--- src/rtl/gas_sensor_load_scan_sequencer_defines.svh ---
// assertion macros for the load scan sequencer
`ifndef GAS_SENSOR_LOAD_SCAN_SEQUENCER_DEFINES_SVH
`define GAS_SENSOR_LOAD_SCAN_SEQUENCER_DEFINES_SVH

`ifndef SYNTHESIS
`define GSLS_ASSERT_SAME(lbl, ante, cons, msg) \
    lbl: assert property (@(posedge i_clk) disable iff (!i_rst_n) (ante) |-> (cons)) \
        else $error(msg);
`define GSLS_ASSERT_NEXT(lbl, ante, cons, msg) \
    lbl: assert property (@(posedge i_clk) disable iff (!i_rst_n) (ante) |=> (cons)) \
        else $error(msg);
`else
`define GSLS_ASSERT_SAME(lbl, ante, cons, msg)
`define GSLS_ASSERT_NEXT(lbl, ante, cons, msg)
`endif

`endif

--- src/rtl/gsls_pkg.sv ---
package gsls_pkg;

    localparam int HISTORY_COLUMNS = 320;
    localparam int CHANNELS        = 7;

    localparam int COL_W   = 9;
    localparam int PHASE_W = 4;
    localparam int CODES_W = 3 * CHANNELS;

    localparam logic [PHASE_W-1:0] PHASE_LAST = PHASE_W'(2 * CHANNELS);
    localparam logic [COL_W-1:0]   COL_LAST   = COL_W'(HISTORY_COLUMNS - 1);

    localparam logic [CODES_W-1:0] RESET_CODES   = CODES_W'(2053768);
    localparam logic [7:0]         RESET_CEILING = 8'd239;
    localparam logic [7:0]         TRACE_OFFSET  = 8'd239;
    localparam logic [2:0]         TRACE_ROW     = 3'd7;

    localparam int CFG_IDX_W = 2;
    localparam logic [CFG_IDX_W-1:0] CFG_RESISTOR_CODES = 2'd0;
    localparam logic [CFG_IDX_W-1:0] CFG_LEVEL_CEILING  = 2'd1;

    typedef enum logic [1:0] {
        STEP_SELECT    = 2'd0,
        STEP_SAMPLE    = 2'd1,
        STEP_FRAME_END = 2'd2
    } t_step_kind;

    typedef struct packed {
        logic signed [15:0] adc_sample;
        logic               adc_error;
    } t_in_item;

    typedef struct packed {
        t_step_kind       step_kind;
        logic [2:0]       resistor_select;
        logic [2:0]       channel;
        logic [7:0]       trace_value;
        logic [2:0]       history_row;
        logic [COL_W-1:0] history_column;
        logic [7:0]       max_rise;
        logic             sample_failed;
        logic             indicator;
    } t_out_item;

    typedef struct packed {
        logic [CFG_IDX_W-1:0] index;
        logic [31:0]          value;
    } t_cfg_write;

endpackage

--- src/rtl/gsls_in_if.sv ---
interface gsls_in_if;
    logic               valid;
    logic               ready;
    gsls_pkg::t_in_item data;

    modport source (output valid, output data, input ready);
    modport sink (input valid, input data, output ready);
endinterface

--- src/rtl/gsls_out_if.sv ---
interface gsls_out_if;
    logic                valid;
    logic                ready;
    gsls_pkg::t_out_item data;

    modport source (output valid, output data, input ready);
    modport sink (input valid, input data, output ready);
endinterface

--- src/rtl/gsls_cfg_if.sv ---
interface gsls_cfg_if;
    logic                 valid;
    logic                 ready;
    gsls_pkg::t_cfg_write data;

    modport source (output valid, output data, input ready);
    modport sink (input valid, input data, output ready);
endinterface

--- src/rtl/gas_sensor_load_scan_sequencer.sv ---
// channel  | dir | payload                                   | transaction when
// i_in     | in  | adc_sample, adc_error                     | valid && ready
// i_cfg    | in  | index (0 resistor codes, 1 level ceiling) | valid && ready
// o_res    | out | step kind, select, channel, history write | valid && ready
//
// one tick per cycle while the sink keeps taking results; each tick yields its result in the next cycle
// the result register is the only stage, input ready is low only while it holds
// a result that the sink is not taking
// reset is synchronous and restores phase, column, rise, indicator, per-channel
// held samples and levels, and both configuration registers
// configuration writes are always taken
`include "gas_sensor_load_scan_sequencer_defines.svh"

module gas_sensor_load_scan_sequencer (
    input  logic       i_clk,
    input  logic       i_rst_n,
    gsls_in_if.sink    i_in,
    gsls_cfg_if.sink   i_cfg,
    gsls_out_if.source o_res
);

    logic [gsls_pkg::CODES_W-1:0] r_codes;
    logic [7:0]                   r_ceiling;

    logic [gsls_pkg::PHASE_W-1:0] r_phase, n_phase;
    logic [gsls_pkg::COL_W-1:0]   r_column, n_column;
    logic [7:0]                   r_frame_rise, n_frame_rise;
    logic                         r_indicator, n_indicator;
    logic [7:0]                   r_prev_level [gsls_pkg::CHANNELS];
    logic [15:0]                  r_held [gsls_pkg::CHANNELS];

    gsls_pkg::t_out_item r_out, n_out;
    logic                r_out_valid;

    logic       in_accept;
    logic       wr_sample;
    logic [2:0] ch;
    logic [15:0] sample;
    logic [7:0]  level_raw;
    logic [7:0]  level;
    logic [7:0]  prev;
    logic [7:0]  rise;
    logic [8:0]  trace_sum;

    assign i_in.ready  = !r_out_valid || o_res.ready;
    assign in_accept   = i_in.valid && i_in.ready;
    assign i_cfg.ready = 1'b1;
    assign o_res.valid = r_out_valid;
    assign o_res.data  = r_out;

    always_comb begin
        n_phase      = r_phase;
        n_column     = r_column;
        n_frame_rise = r_frame_rise;
        n_indicator  = r_indicator;
        wr_sample    = 1'b0;

        ch        = r_phase[3:1];
        sample    = i_in.data.adc_error ? r_held[ch] : 16'(i_in.data.adc_sample);
        level_raw = {~sample[15], sample[14:8]};
        level     = (level_raw > r_ceiling) ? r_ceiling : level_raw;
        prev      = r_prev_level[ch];
        rise      = level - prev;
        trace_sum = {1'b0, r_frame_rise} + {1'b0, gsls_pkg::TRACE_OFFSET};

        n_out.step_kind       = gsls_pkg::STEP_SELECT;
        n_out.resistor_select = 3'd0;
        n_out.channel         = 3'd0;
        n_out.trace_value     = 8'd0;
        n_out.history_row     = 3'd0;
        n_out.history_column  = r_column;
        n_out.max_rise        = r_frame_rise;
        n_out.sample_failed   = 1'b0;
        n_out.indicator       = r_indicator;

        if (r_phase >= gsls_pkg::PHASE_LAST) begin
            n_out.step_kind   = gsls_pkg::STEP_FRAME_END;
            n_out.trace_value = trace_sum[8:1];
            n_out.history_row = gsls_pkg::TRACE_ROW;
            n_column          = (r_column == gsls_pkg::COL_LAST) ? '0 : r_column + 1'b1;
            n_indicator       = !r_indicator;
            n_frame_rise      = 8'd0;
            n_phase           = '0;
        end else begin
            n_out.channel         = ch;
            n_out.resistor_select = r_codes[5'(ch) * 5'd3 +: 3];
            n_phase               = r_phase + 1'b1;
            if (r_phase[0]) begin
                wr_sample           = 1'b1;
                n_out.step_kind     = gsls_pkg::STEP_SAMPLE;
                n_out.sample_failed = i_in.data.adc_error;
                n_out.trace_value   = level;
                n_out.history_row   = ch;
                if (level > prev && rise > r_frame_rise) begin
                    n_frame_rise = rise;
                end
                n_out.max_rise = n_frame_rise;
            end
        end
    end

    always_ff @(posedge i_clk) begin
        if (!i_rst_n) begin
            r_codes      <= gsls_pkg::RESET_CODES;
            r_ceiling    <= gsls_pkg::RESET_CEILING;
            r_phase      <= '0;
            r_column     <= '0;
            r_frame_rise <= 8'd0;
            r_indicator  <= 1'b0;
            r_out_valid  <= 1'b0;
            for (int i = 0; i < gsls_pkg::CHANNELS; i++) begin
                r_prev_level[i] <= 8'd0;
                r_held[i]       <= 16'd0;
            end
        end else begin
            if (i_cfg.valid) begin
                unique case (i_cfg.data.index)
                    gsls_pkg::CFG_RESISTOR_CODES: begin
                        r_codes <= i_cfg.data.value[gsls_pkg::CODES_W-1:0];
                    end
                    gsls_pkg::CFG_LEVEL_CEILING: begin
                        r_ceiling <= i_cfg.data.value[7:0];
                    end
                    default: begin
                    end
                endcase
            end
            if (in_accept) begin
                r_phase      <= n_phase;
                r_column     <= n_column;
                r_frame_rise <= n_frame_rise;
                r_indicator  <= n_indicator;
                if (wr_sample) begin
                    r_prev_level[ch] <= level;
                    if (!i_in.data.adc_error) begin
                        r_held[ch] <= 16'(i_in.data.adc_sample);
                    end
                end
                r_out_valid <= 1'b1;
            end else if (o_res.ready) begin
                r_out_valid <= 1'b0;
            end
        end
    end

    always_ff @(posedge i_clk) begin
        if (in_accept) begin
            r_out <= n_out;
        end
    end

    `GSLS_ASSERT_SAME(a_phase_range, 1'b1, r_phase <= gsls_pkg::PHASE_LAST, "phase out of range")
    `GSLS_ASSERT_NEXT(a_frame_restart, in_accept && r_phase == gsls_pkg::PHASE_LAST, r_phase == '0 && r_frame_rise == 8'd0 && r_indicator != $past(r_indicator), "frame end did not restart")
    `GSLS_ASSERT_NEXT(a_phase_step, in_accept && r_phase < gsls_pkg::PHASE_LAST, r_phase == $past(r_phase) + 1'b1 && r_column == $past(r_column), "phase did not advance")
    `GSLS_ASSERT_SAME(a_select_quiet, r_out_valid && r_out.step_kind == gsls_pkg::STEP_SELECT, r_out.trace_value == 8'd0 && r_out.history_row == 3'd0 && !r_out.sample_failed, "select step carries history data")

endmodule

--- src/flat_wrapper.sv ---
// flat-port wrapper written by rule: the top's interface ports become plain ports
module gas_sensor_load_scan_sequencer_flat 
  (i_clk, i_rst_n, i_in_valid, i_in_data, i_in_ready, i_cfg_valid, i_cfg_data, i_cfg_ready, o_res_valid, o_res_data, o_res_ready);
  gsls_in_if i_in_i ();
  gsls_cfg_if i_cfg_i ();
  gsls_out_if o_res_i ();
  input  logic i_clk;
  input  logic i_rst_n;
  input wire logic [$bits(i_in_i.valid)-1:0] i_in_valid;
  input wire logic [$bits(i_in_i.data)-1:0] i_in_data;
  output wire logic [$bits(i_in_i.ready)-1:0] i_in_ready;
  input wire logic [$bits(i_cfg_i.valid)-1:0] i_cfg_valid;
  input wire logic [$bits(i_cfg_i.data)-1:0] i_cfg_data;
  output wire logic [$bits(i_cfg_i.ready)-1:0] i_cfg_ready;
  output wire logic [$bits(o_res_i.valid)-1:0] o_res_valid;
  output wire logic [$bits(o_res_i.data)-1:0] o_res_data;
  input wire logic [$bits(o_res_i.ready)-1:0] o_res_ready;
  assign i_in_i.valid = i_in_valid;
  assign i_in_i.data = i_in_data;
  assign i_in_ready = i_in_i.ready;
  assign i_cfg_i.valid = i_cfg_valid;
  assign i_cfg_i.data = i_cfg_data;
  assign i_cfg_ready = i_cfg_i.ready;
  assign o_res_valid = o_res_i.valid;
  assign o_res_data = o_res_i.data;
  assign o_res_i.ready = o_res_ready;
  gas_sensor_load_scan_sequencer u_core (.i_clk(i_clk), .i_rst_n(i_rst_n), .i_in(i_in_i), .i_cfg(i_cfg_i), .o_res(o_res_i));
endmodule
--- config.mk ---
export PLATFORM = sky130hd
export DESIGN_NAME = gas_sensor_load_scan_sequencer_flat
export DESIGN_NICKNAME = d
export VERILOG_FILES = /design/src/rtl/gsls_pkg.sv /design/src/rtl/gsls_in_if.sv /design/src/rtl/gsls_out_if.sv /design/src/rtl/gsls_cfg_if.sv /design/src/rtl/gas_sensor_load_scan_sequencer.sv /design/src/flat_wrapper.sv
export VERILOG_INCLUDE_DIRS = /design/src /design/src/rtl
export SDC_FILE = /design/constraint.sdc
export NUM_CORES = 1
export LEC_CHECK = 0
export BUFFER_PORTS_ARGS = -buffer_cell sky130_fd_sc_hd__buf_2
export CAP_MARGIN = 10
export CORE_UTILIZATION = 66
export CTS_BUF_LIST = sky130_fd_sc_hd__clkbuf_8
export CTS_CLUSTER_SIZE = 40
export DETAILED_ROUTE_END_ITERATION = 16
export PLACE_DENSITY = 0.87
export SYNTH_ARGS = -nofsm -noshare
export SYNTH_HDL_FRONTEND = slang
export SYNTH_SLANG_ARGS = --single-unit
--- constraint.sdc ---
create_clock -name i_clk -period 20 [get_ports i_clk]
set_input_delay 5 -clock i_clk [delete_from_list [all_inputs] [get_ports i_clk]]
set_output_delay 5 -clock i_clk [all_outputs]
set_load 0.01 [all_outputs]
==> impl_metrics.toml <==
[outcome]
status = "finished, final reports clean"

[sta]
slew_headroom_pct = 33.0
finalSetupViolCount = 0
min_period_ns = 10.53
fin_ws_ns = 9.47
finalCritPeriodShare_pct = 52.6
fmax_mhz = 95.0
hold_viol = 0
tightest_slew_ns = 1.01
finalClockSkew_ns = 0.0297
tns_ns = 0
rsz0062_at_grt = "false"
slew_viol_final = 0
holdWs_ns = 0.466

[worst_hold_path]
min_delay_path_depth = 2
hp-start = "u_core.r_codes[3]"
holdPathEnd = "u_core.r_codes[3]"
worstHoldPathType = "reg2reg"

[clock_network]
cts_tree = "built"
cts_hold_buf = 0
cts_sinks = 221
clkSlewWorstSetupHoldPaths_ns = 0.06
clock_latency_ns = 0.54
root_buffer = "clkbuf_8"
cts_resized = 0
cts_max_level = 2
postCtsSetupBuffers = 0
cts-buffers-inserted = 36
clk_path_buf_depth = 3

[finish]
n_antenna_cell = 0
multi_input_area_um2 = 4110
final.fill_count = 967
layout-drive-gt1-share_pct = 20.4
regArea_um2 = 5930
area_growth_syn_to_layout_pct = 12.4
final_net_count = 1071

[setup_path]
critPathCaptureType = "flop"
rrSetupSlack_ns = 13.00
slowest_delay_ns = 0.65
reg2reg_depth = 26
arrival_ns = 10.79
critPathSlowestCell = "a21oi_1"
crit_type = "in2reg"
r2r-end = "u_core.o_res.data[4]"
critPathRequiredTime_ns = 20.27
critPathLaunchType = "input pin"
path_max_fanout = 25

[synth]
avgSynthCellArea_um2 = 11.7
synth.area.top_cells = "edfxtp_1, dfxtp_1, mux4_2, nand2_1, nor2_1"
synth-seq-cells = 221
syn_inst = 888
synthArstFlopShare_pct = 0
synth_edf_count = 150
yosysTopAreaCellShare_pct = 43.3
syn-cell-area_um2 = 10400
synth_warnings = 0
synthFlopType = "edfxtp_1"
netlist.top_cell.by_area = "edfxtp_1"
synth.distinct_cells = 70
yosysSeqAreaShare_pct = 56.9

[pwr]
peakVddDrop_uv = 60.2
p_per_area_nw_per_um2 = 90.1
power_uw = 1050
p_leak_uw = 0.00469

[global_routing]
grt_pass1_wl_um = 36100
grt-ovfl-total = 0
grt_pass1_vias = 7053
antenna_found_initial = 0
grt_max_degree = 66
grtUsageTotal_pct = 29.2

[routing]
firstDrtPassIters = 7
routed_wl_um = 22700
ant_nets = 0
vias = 7237
wire_per_inst_um = 18.5
drc_errors = 0
detail_route.vias_per_cell = 5.91
drt_iter0_markers = 606

[place]
portBuffers = 76
place_ws_ns = 9.03
dp_hpwl_um = 14800
gp_congestion = 0.876

[floorplan]
rows = 45
initial_utilization_pct = 68.0
ios = 97
die_x_um = 128
core_region_area_um2 = 15300
die_h_um = 128
die-area_um2 = 16300

[flow_run]
max_cap_violations = 0
-- kinds of logic (layout without fill, tap and decap cells) --
| logic type | count (synthesis) | after routing | synth area share, % |
|---|---|---|---|
| AO/OA/AOI/OAI | 113 | 113 | 7.85 |
| XOR/XNOR | 23 | 23 | 2.08 |
| adder cells (fa/ha/maj) | 29 | 29 | 3.48 |
| buffers and inverters | 110 | 220 | 4.23 |
| flip-flops | 221 | 221 | 56.9 |
| multiplexers | 64 | 64 | 10.6 |
| other | 2 | 17 | 0.0721 |
| AND/OR/NAND/NOR | 326 | 326 | 14.8 |
-- power breakdown --
group | switching (uW) | total, uW | internal [uW]
clock network | 177 | 368 | 192
logic | 102 | 169 | 67.4
registers | 8.25 | 517 | 509
total | 286 | 1050 | 768
-- registers in the layout, indices dropped and copies added, names as in the netlist, named ones only --
signal	flops
u_core.r_held	64
u_core.r_phase	4
u_core.r_column	9
u_core.r_indicator	1
u_core.r_codes	21
u_core.o_res.valid	1
u_core.r_frame_rise	8
u_core.r_prev_level	64
u_core.o_res.data	38
u_core.r_ceiling	8
-- cells in the mapped netlist, types with 18 or more instances --
library cell / n
a21oi_1: 18
and2_1: 39
clkbuf_1: 33
dfxtp_1: 71
edfxtp_1: 150
ha_1: 29
inv_1: 61
mux2i_1: 26
mux4_2: 33
nand2_1: 106
nand3_1: 23
nor2_1: 100
o21ai_0: 22
-- metal layers --
metal / vias to the layer above / GRT usage [%] / part of all wire (%)
met1: 3464 / 37.6 / 40
met2: 364 / 49.8 / 49
li1: 3354 / - / -
met4: 0 / 11.1 / 2.4
met5: - / 0 / 0
met3: 55 / 5.28 / 8.1
-- worst max-delay path by stage --
stage	startpoint	end	slack (ns)
5_1_grt	i_in_data[0]	u_core.o_res.data[4]	9.17
3_3_place_gp	i_in_data[0]	u_core.o_res.data[4]	9.23
4_1_cts	i_in_data[0]	u_core.o_res.data[4]	9.56
3_5_place_dp	i_in_data[0]	u_core.o_res.data[4]	9.03
2_1_floorplan	o_res_ready	i_in_ready	9.82
6_report	i_in_data[0]	u_core.o_res.data[4]	9.47
-- cells in the final DEF (no fill, tap or decap), drive strengths merged, types with 13 or more instances in the layout --
cell      n
buf      88
a21oi    22
inv      77
nand4    14
mux2i    27
dfxtp    71
ha       29
clkinv   13
nand3    25
mux4     35
o21ai    32
nand2   106
edfxtp  150
xnor2    15
clkbuf   42
o22ai    19
conb     17
and2     39
nor2    100
-- layout make-up --
cell class	count	share of cell area, %
inverters	67	2.15
repair buffers	88	4.05
well taps	211	2.26
clock buffers	42	4.94
clock inverters	23	0.823
flip-flops and latches	221	50.7
multi-input cells	572	35.1
-- metrics by stage --
stage          util (%)  instances  cell area, um2
2_1_floorplan         -        903           10500
3_3_place_gp       71.9       1157           11000
6_report           76.4       1224           11700
4_1_cts            76.3       1222           11700
3_5_place_dp       71.9       1157           11000
5_1_grt            76.4       1224           11700
-- critical path, delay by kind of cell --
family          cells  cell delay (ns)
fa+ha+maj           3             0.91
simple gates       10             1.76
buf+inv             4             0.69
mux                 1             0.18
compound gates      7             2.25
No activity file was read; power rests on OpenSTA's default activity.
